[config.mk]
export PLATFORM = sky130hd
export DESIGN_NAME = skdh_modred
export DESIGN_NICKNAME = d
export VERILOG_FILES = /design/src/rtl/skdh_pkg.sv /design/src/rtl/skdh_modred.sv
export SDC_FILE = /design/constraint.sdc
export NUM_CORES = 1
export LEC_CHECK = 0
export ABC_CLOCK_PERIOD_IN_PS = 4300
export BUFFER_PORTS_ARGS = -buffer_cell sky130_fd_sc_hd__buf_2
export CAP_MARGIN = 20
export CORE_MARGIN = 4
export CORE_UTILIZATION = 37
export CTS_BUF_LIST = sky130_fd_sc_hd__clkbuf_2 sky130_fd_sc_hd__clkbuf_4 sky130_fd_sc_hd__clkbuf_8
export DETAILED_ROUTE_END_ITERATION = 10
export GPL_TIMING_DRIVEN = 0
export HOLD_SLACK_MARGIN = 0.08
export PLACE_DENSITY = 0.66
export SETUP_SLACK_MARGIN = 0.5
export SLEW_MARGIN = 20
export SYNTH_ARGS = -nofsm -noshare
export SYNTH_HDL_FRONTEND = slang
export SYNTH_SLANG_ARGS = --single-unit
export TNS_END_PERCENT = 10
[constraint.sdc]
create_clock -name clk -period 4.3 [get_ports clk]
set_input_delay 0.43 -clock clk [delete_from_list [all_inputs] [get_ports clk]]
set_output_delay 0.43 -clock clk [all_outputs]
set_load 0.03 [all_outputs]
[src/rtl/skdh_pkg.sv]
// shared types and constants for the string key double hash table
`default_nettype none
package skdh_pkg;
    localparam int unsigned OP_W     = 1;
    localparam int unsigned BYTE_W   = 8;
    localparam int unsigned STATUS_W = 2;
    localparam int unsigned IDX_W    = 12;
    localparam int unsigned CNT_W    = 12;
    localparam int unsigned TOTAL_W  = 32;
    localparam int unsigned CFG_W    = 17;
    localparam int unsigned CFG_IDX_W = 1;
    localparam int unsigned HMUL     = 37;
    localparam logic [CFG_W-1:0] STEP_BASE_RESET = 17'd89989;

    localparam logic [CFG_IDX_W-1:0] REG_SLOTS = 1'd0;
    localparam logic [CFG_IDX_W-1:0] REG_STEP  = 1'd1;

    localparam logic [STATUS_W-1:0] ST_INSERTED = 2'd0;
    localparam logic [STATUS_W-1:0] ST_FOUND    = 2'd1;
    localparam logic [STATUS_W-1:0] ST_MISSING  = 2'd2;
    localparam logic [STATUS_W-1:0] ST_FULL     = 2'd3;

    localparam logic OP_INSERT = 1'b0;
    localparam logic OP_LOOKUP = 1'b1;

    typedef enum logic [3:0] {
        S_IDLE,
        S_HASH,
        S_H1,
        S_STEP,
        S_STEPM,
        S_READ,
        S_CHECK,
        S_STORE,
        S_CLEAR,
        S_OUT
    } state_t;

    typedef struct packed {
        logic [OP_W-1:0]   opcode;
        logic [BYTE_W-1:0] key_byte;
        logic              last_byte;
    } in_word_t;

    typedef struct packed {
        logic [STATUS_W-1:0] status;
        logic [IDX_W-1:0]    slot_index;
        logic [CNT_W-1:0]    probe_misses;
        logic [CNT_W-1:0]    term_count;
        logic [TOTAL_W-1:0]  collision_total;
    } out_word_t;
endpackage
`default_nettype wire

[src/rtl/skdh_modred.sv]
// iterative modular reduction: one quotient bit per cycle
`default_nettype none
module skdh_modred import skdh_pkg::*; #(
    parameter int unsigned NUM_W = 24,
    parameter int unsigned DEN_W = 17
) (
    input  wire logic             clk,
    input  wire logic             rst_n,
    input  wire logic             start,
    input  wire logic [NUM_W-1:0] num,
    input  wire logic [DEN_W-1:0] den,
    output logic                  busy,
    output logic [DEN_W-1:0]      rem
);
    localparam int unsigned CNT_BITS = $clog2(NUM_W + 1);
    logic [CNT_BITS-1:0] cnt_reg, cnt_next;
    logic [NUM_W-1:0]    num_reg, num_next;
    logic [DEN_W:0]      rem_reg, rem_next;
    logic [DEN_W-1:0]    den_reg;
    logic [DEN_W:0]      trial;

    // restoring remainder step
    always_comb
    begin
        trial    = {rem_reg[DEN_W-1:0], num_reg[NUM_W-1]};
        rem_next = rem_reg;
        num_next = num_reg;
        cnt_next = cnt_reg;
        if (start)
        begin
            rem_next = '0;
            num_next = num;
            cnt_next = CNT_BITS'(NUM_W);
        end
        else if (cnt_reg != '0)
        begin
            rem_next = (trial >= {1'b0, den_reg}) ? trial - {1'b0, den_reg} : trial;
            num_next = {num_reg[NUM_W-2:0], 1'b0};
            cnt_next = cnt_reg - 1'b1;
        end
    end

    always_ff @(posedge clk or negedge rst_n)
    begin
        if (!rst_n)
            cnt_reg <= '0;
        else
            cnt_reg <= cnt_next;
    end

    always_ff @(posedge clk)
    begin
        rem_reg <= rem_next;
        num_reg <= num_next;
        if (start)
            den_reg <= den;
    end

    assign busy = (cnt_reg != '0);
    assign rem  = rem_reg[DEN_W-1:0];
endmodule
`default_nettype wire
# After elaboration in Yosys (flattened, before gate mapping)
# Index checks and enable logic that the tools add are counted.
# W data, S select, Z words.
classes:
  add_sub_neg: 2
  magnitude_cmp: 1
  muxes: 5
  n_reduce_logical: 2
op_table:
  columns: ["cell", "count"]
  rows:
  - ["$mux W24", 2]
  - ["$ge A18 B17 Y1", 1]
  - ["$mux W17", 1]
  - ["$sub A17 B17 Y17", 1]
  - ["$mux W5", 2]
  - ["$reduce_bool A5 Y1", 1]
  - ["$sub A5 B1 Y5 const B", 1]
  - ["$reduce_bool A2 Y1", 1]
word_totals:
  reg_bits: 63
  output_inout_bits: 18

# Logic depth before layout (Yosys ltp)
# Gate-level depths: netlist of run 1.
depth:
  word_depth: 3
  ltp_mapped: 11
  mapped_depth_nobuf: 10

# Worst setup path after synthesis of run 1
# No wires, ideal clock.
synth_timing:
  path_kind: "reg-to-reg"
  start: "register rem_reg[12]"
  end: "register rem_reg[0]"
  setup_time_ps: 79
  arrival_ps: 2329
  setup_slack_ps: 1892
  stages_incl_launch_ff: 8
  synth_period_minus_slack_ps: 2408
  path_cell_list: "dfxtp_1 > ha_1 > a21oi_2 > o21ai_4 > nor4_2 > o21a_2 > mux2_1 > a211oi_2"
synth_between:
  elab_chain_cells: 2
synth_lines:
  columns: ["element", "line_no", "source"]
  rows:
  - ["start, declared", "skdh_modred.sv:18", "logic [DEN_W:0] rem_reg, rem_next;"]
  - ["start signal, assigned", "skdh_modred.sv:53", "rem_reg <= rem_next;"]
  - ["$ge A18 B17 Y1", "skdh_modred.sv:37", "rem_next = (trial >= {1'b0, den_reg}) ? trial - {1'b0, den_reg} : trial;"]
  - ["$mux W17", "skdh_modred.sv:37", null]
# Every way passes these cells.
# A chain may end at the register's enable or synchronous reset.

# Final worst setup path of run 1
layout_timing:
  start: "register cnt_reg[0]"
  end: "output busy"
layout_between:
  elab_chain_cells: 1
layout_lines:
  columns: ["element", "line_no", "source"]
  rows:
  - ["start, declared", "skdh_modred.sv:16", "logic [CNT_BITS-1:0] cnt_reg, cnt_next;"]
  - ["start signal, assigned", "skdh_modred.sv:48", "cnt_reg <= cnt_next;"]
  - ["$reduce_bool A5 Y1", "skdh_modred.sv:59", "assign busy = (cnt_reg != '0);"]
  - ["end, declared", "skdh_modred.sv:12", "output logic busy,"]
# Every way passes these cells.

==> impl_metrics.ini, run 1 <==
[cells_and_area]
fillerInstances = 941
drive_gt1_share_pct = 31.2
diodes = 0
fin_cells = 536
areaGrowthSynthToFinish_pct = 18.1
stdcell_area_um2 = 4280
largest_reg_flops = 24
final_nets = 466

[timing]
rsz0062_at_grt = no
clock_skew_ns = 0.0110
tightestPinTransition_ns = 0.889
slew_headroom_pct = 40.7
fin_crit_sh_pct = 64.8
slew_violations = 0
setup_viol = 0
finalCriticalPeriod_ns = 2.79
hold_violations = 0
fin_tns_setup_ns = 0
max_freq_mhz = 359

[hold_path]
hp-class = in2reg
worstHoldPathCells = 1

[logic_synthesis]
ys_seq_area_share_pct = 46.8
ys_ff_latch = 63
synth_top_area_share_pct = 34.0
synth_most_common_cell = edfxtp_1
yosys_warnings = 0
synth_top_flop_cell = edfxtp_1
synth_area_leader_cell = edfxtp_1
syn-cell-area_um2 = 3620
yosys-top-cells-area = edfxtp_1, dfxtp_1, mux2_2
ys_top_cells_by_count = edfxtp_1, nor2_1, inv_1, mux2_2, ha_1
synthCells = 329
ys_types = 60
postSynth.asyncResetShare_pct = 7.94
avgSynthCellArea_um2 = 11.0
synth-edff-count = 41
syn_nets = 393

[floorplan]
dieArea_um2 = 11400
dieWidth_um = 107
chipHeight_um = 107
num_rows = 35
core-area_um2 = 9370
io_pins = 62
start_util_pct = 38.7

[route]
drtPass1Iterations = 4
vias_per_cell = 5.21
routedWlPerCell_um = 15.8
drc_errors = 0
routed_wl_um = 8490
num_vias = 2795
antenna_left = 0
initialDrtViolationCount = 132

[global_routing]
grt-ovfl-total = 0
grt_usage_pct = 15.0
grt_max_degree = 25
antenna_found_initial = 0
grt_pass1_vias = 2776
grt_first_pass_wirelength_um = 13400

[place]
post-place-cells = 519
port_buffers = 61
placed_cell_area_um2 = 4090
place_congestion = 0.875
dpl.hpwl_um = 6400

[cts]
cts_tree = done
cts_setup_buffers = 0
cts-resized-gates = 0
root_buffer = clkbuf_8
clock_tree.buffer_depth = 2
cts_made_buffers = 9
clkLatencyLatePin_ns = 0.34
clk_pin_slew_ns = 0.08
cts_num_sinks = 63
h-tree-depth = 3
ctsHoldBuffers = 1

[setup_path]
r2r_cells = 10
crit_path_end_kind = primary output
critPathKind = reg2out
worst-endpoint-arrival_ns = 2.36
crit_fanout = 10
cp.required_ns = 3.87
cp-start-kind = flip-flop

[pwr]
power_density_nw_per_um2 = 572
seqPwrFrac_pct = 34.1
pwr-share-clk_pct = 19.4
ir_drop_v = 0.000189
combPwrFrac_pct = 46.5
p_sw_share_pct = 41.7
p_switching_uw = 1020
power.internal_uw = 1430
power_leakage_uw = 0.00182
total_power_uw = 2450

[job]
cap_violations = 0

[status]
status = completed
[cell type report]
class                      count  area, µm²  area share (%)
multi-input combinational    226       1750            40.9
sequential                    63       1700            39.6
timing repair buffer          62        315            7.37
tap                          129        161            3.77
clock buffer                   9        124            2.89
inverter                      26       97.6            2.28
buffer                        14       78.8            1.84
clock inverter                 7       55.1            1.29
[power by group through the flow]
stage	combinational, µW	sequential [µW]	clock (µW)
after floorplan	750	949	0
after global placement	1100	846	0
after detailed placement	1130	849	0
after CTS	1130	836	488
after global routing	1250	849	515
final	1140	834	474
[cell families after synthesis]
group           count (synthesis)  synth area share [%]
mux                            33                  10.0
simple gates                   84                  12.0
flops                          63                  46.8
compound gates                 79                  16.7
buf+inv                        40                  4.87
xor+xnor                       10                  2.42
fa+ha+maj                      20                  7.11
[worst paths after layout]
kind	to	start	slack, ns
max	busy	cnt_reg[0]	1.51
min	den_reg[15]	den[15]	0.26
max reg2reg	rem_reg[0]	num_reg[23]	1.55
min reg2reg	rem_reg[2]	rem_reg[2]	0.50
max in group asynchronous	cnt_reg[1]	rst_n	3.74
min in group asynchronous	cnt_reg[0]	rst_n	0.43
[worst max-delay path, stage by stage (launching register included)]
cell      delay, ns
dfrtp_1        0.37
inv_1          0.11
ha_1           0.19
nor4b_2        0.34
clkinv_1       0.35
clkbuf_1       0.37
buf_2          0.28
[routing by layer]
metal,track usage (%),wire [µm]
met1,18.7,3730
met2,25.0,4090
met3,4.46,552
met4,4.84,116
met5,0,0
[layout by cell type, fill, tap and decap left out, types with 3 or more instances in the layout]
master    count
dfrtp_1       5
nor2_1       29
o21ai_0       5
o221ai_1      3
nand2b_1      4
xor2_1        6
or4_1         3
nand2_1      12
nor3_1        6
or3_1         4
a21o_1        4
clkbuf_1      7
o31ai_1       6
o21ai_1       3
o21a_1        4
dfxtp_1      17
a21oi_1      18
edfxtp_1     41
xnor2_1       4
nand3_1       7
buf_2        64
mux2i_1       7
inv_1        25
mux2_2       25
inv_6         3
ha_1         19
or2_2         3
a211oi_1     11
and3_1        3
clkbuf_8      9
o211ai_1      4
[through the flow]
| step | worst slack [ns] | hold slack (ns) | util, % |
|---|---|---|---|
| 2_1_floorplan | 1.89 | 0.134 | - |
| 3_3_place_gp | 1.63 | 0.251 | 43.6 |
| 3_5_place_dp | 1.57 | 0.252 | 43.6 |
| 4_1_cts | 1.44 | 0.238 | 45.7 |
| 5_1_grt | 1.30 | 0.231 | 45.7 |
| 6_report | 1.51 | 0.256 | 45.7 |
Power figures use the tool's default switching activity.
==> run 2, diff against run 1 <==
ABC_CLOCK_PERIOD_IN_PS = 2400   (was 4300)
PLACE_DENSITY = 0.68   (was 0.66)
clock period = 2.4 ns   (was 4.3 ns; I/O delays follow)
==> run 2 against run 1 <==
Utilization grew 7.3 points. Die area is the same. Total power grew 110%. Design area grew 16%.
==> impl_metrics.ini, run 2 (synthesized netlist as in run 1, its figures left out) <==
[timing]
hold_violations = 0
fin_crit_sh_pct = 98.1
finalCriticalPeriod_ns = 2.35
clock_skew_ns = 0.0133
setup_viol = 0
fin_tns_setup_ns = 0
max_freq_mhz = 425
tightestPinTransition_ns = 0.641
slew_violations = 0
rsz0062_at_grt = yes
fin_ws_ns = 0.0467
slew_headroom_pct = 57.2

[floorplan]
core-area_um2 = 9370
io_pins = 62
dieWidth_um = 107
chipHeight_um = 107
start_util_pct = 38.7
num_rows = 35
dieArea_um2 = 11400

[global_routing]
grt_usage_pct = 15.9
grt-ovfl-total = 0
antenna_found_initial = 0
grt_first_pass_wirelength_um = 14400
grt_pass1_vias = 3013
grt_max_degree = 19

[cells_and_area]
multi_input_area_um2 = 1980
layout_common_cells = buf_2, edfxtp_1, nor2_1, mux2_2
areaGrowthSynthToFinish_pct = 37.1
diodes = 0
layout_commonest_cell = buf_2
final_nets = 503
fillerInstances = 827
post-route-util_pct = 53.0
stdcell_area_um2 = 4970
sequential_cell_area_um2 = 1710
largest_reg_flops = 24
drive_gt1_share_pct = 43.7

[cts]
clock_tree.buffer_depth = 2
cts_tree = done
cts_made_buffers = 9
root_buffer = clkbuf_8
clk_pin_slew_ns = 0.08
clkLatencyLatePin_ns = 0.35
h-tree-depth = 3
cts_num_sinks = 63

[setup_path]
cp-start-kind = flip-flop
r2r_start = rem_reg[3]
critPathKind = reg2reg
crit_fanout = 5
r2r_slack_ns = 0.05
r2r_cells = 7
rr_endpoint = rem_reg[13]
cp.required_ns = 2.63
crit_path_end_kind = flip-flop
worst-endpoint-arrival_ns = 2.58

[pwr]
power_leakage_uw = 0.00208
power_density_nw_per_um2 = 1050
total_power_uw = 5190
ir_drop_v = 0.000498

[route]
drtPass1Iterations = 4
num_vias = 2960
vias_per_cell = 5.17
antenna_left = 0
initialDrtViolationCount = 189
routed_wl_um = 8940
routedWlPerCell_um = 15.6
drc_errors = 0

[job]
cap_violations = 0

[place]
dpl.hpwl_um = 6130
port_buffers = 61
dp_slack_ns = -0.122
place_congestion = 0.899
placed_cell_area_um2 = 4150

[hold_path]
hp-class = in2reg
hp-start = num[0]
worstHoldPathCells = 2
hold_end = num_reg[0]

[status]
status = completed
==> run 2: worst max path at each step <==
stage | from | slack, ns | endpoint
CTS | num_reg[23] | 0.007 | rem_reg[0]
finish | rem_reg[3] | 0.05 | rem_reg[13]
floorplan | num_reg[23] | 0.17 | rem_reg[0]
global placement | cnt_reg[0] | -0.1 | num_reg[14]
global route | num_reg[23] | -0.06 | rem_reg[9]
detailed placement | cnt_reg[0] | -0.12 | num_reg[13]
==> run 2: what timing repair did <==
| action | in CTS | in global routing |
|---|---|---|
| hold endpoints to repair | 22 | 0 |
| gates resized for setup | 31 | 33 |
| hold buffers | 18 | 0 |
| setup endpoints to repair | 43 | 46 |
| buffers inserted | 12 | 6 |
| cloned | 1 | 1 |
| pin swaps | 23 | 19 |
==> run 2: layer usage <==
| metal | vias to the layer above | routed length, µm | track usage, % | part of all wire, % |
|---|---|---|---|---|
| met5 | - | 0 | 0 | 0 |
| met4 | 0 | 159 | 6.58 | 1.8 |
| met3 | 14 | 364 | 2.53 | 4.1 |
| met2 | 76 | 4480 | 26.6 | 50 |
| met1 | 1420 | 3930 | 20.4 | 44 |
| li1 | 1450 | - | - | - |
==> run 2: cell type report <==
type	instances	area share, %
clock inverter	7	2.09
tap	129	3.25
buffer	14	2.34
timing repair inverter	1	0.151
multi-input combinational	226	39.8
sequential	63	34.5
timing repair buffer	98	13.3
clock buffer	9	2.49
inverter	26	2.09
==> run 2: worst max-delay path, stage by stage (launching register included) <==
cell and delay [ns]:
dfxtp_2 0.35, ha_1 0.37, a21o_1 0.23, a211o_1 0.30
o21ai_1 0.28, nand2b_1 0.14, a2111oi_2 0.46, o31ai_2 0.11
==> run 2: report_power, final <==
group | total, µW | switching [µW] | leakage (µW) | internal [µW]
sequential | 1560 | 192 | 0.000623 | 1370
combinational | 2550 | 1380 | 0.00134 | 1170
clock | 1080 | 483 | 0.000115 | 600
==> run 2: stage by stage <==
step                      std cells  hold WS (ns)
after floorplan                 329       -0.0556
after detailed placement        519        0.0626
after global routing            573         0.180
final                           573         0.173
after global placement          519        0.0595
after CTS                       566         0.166
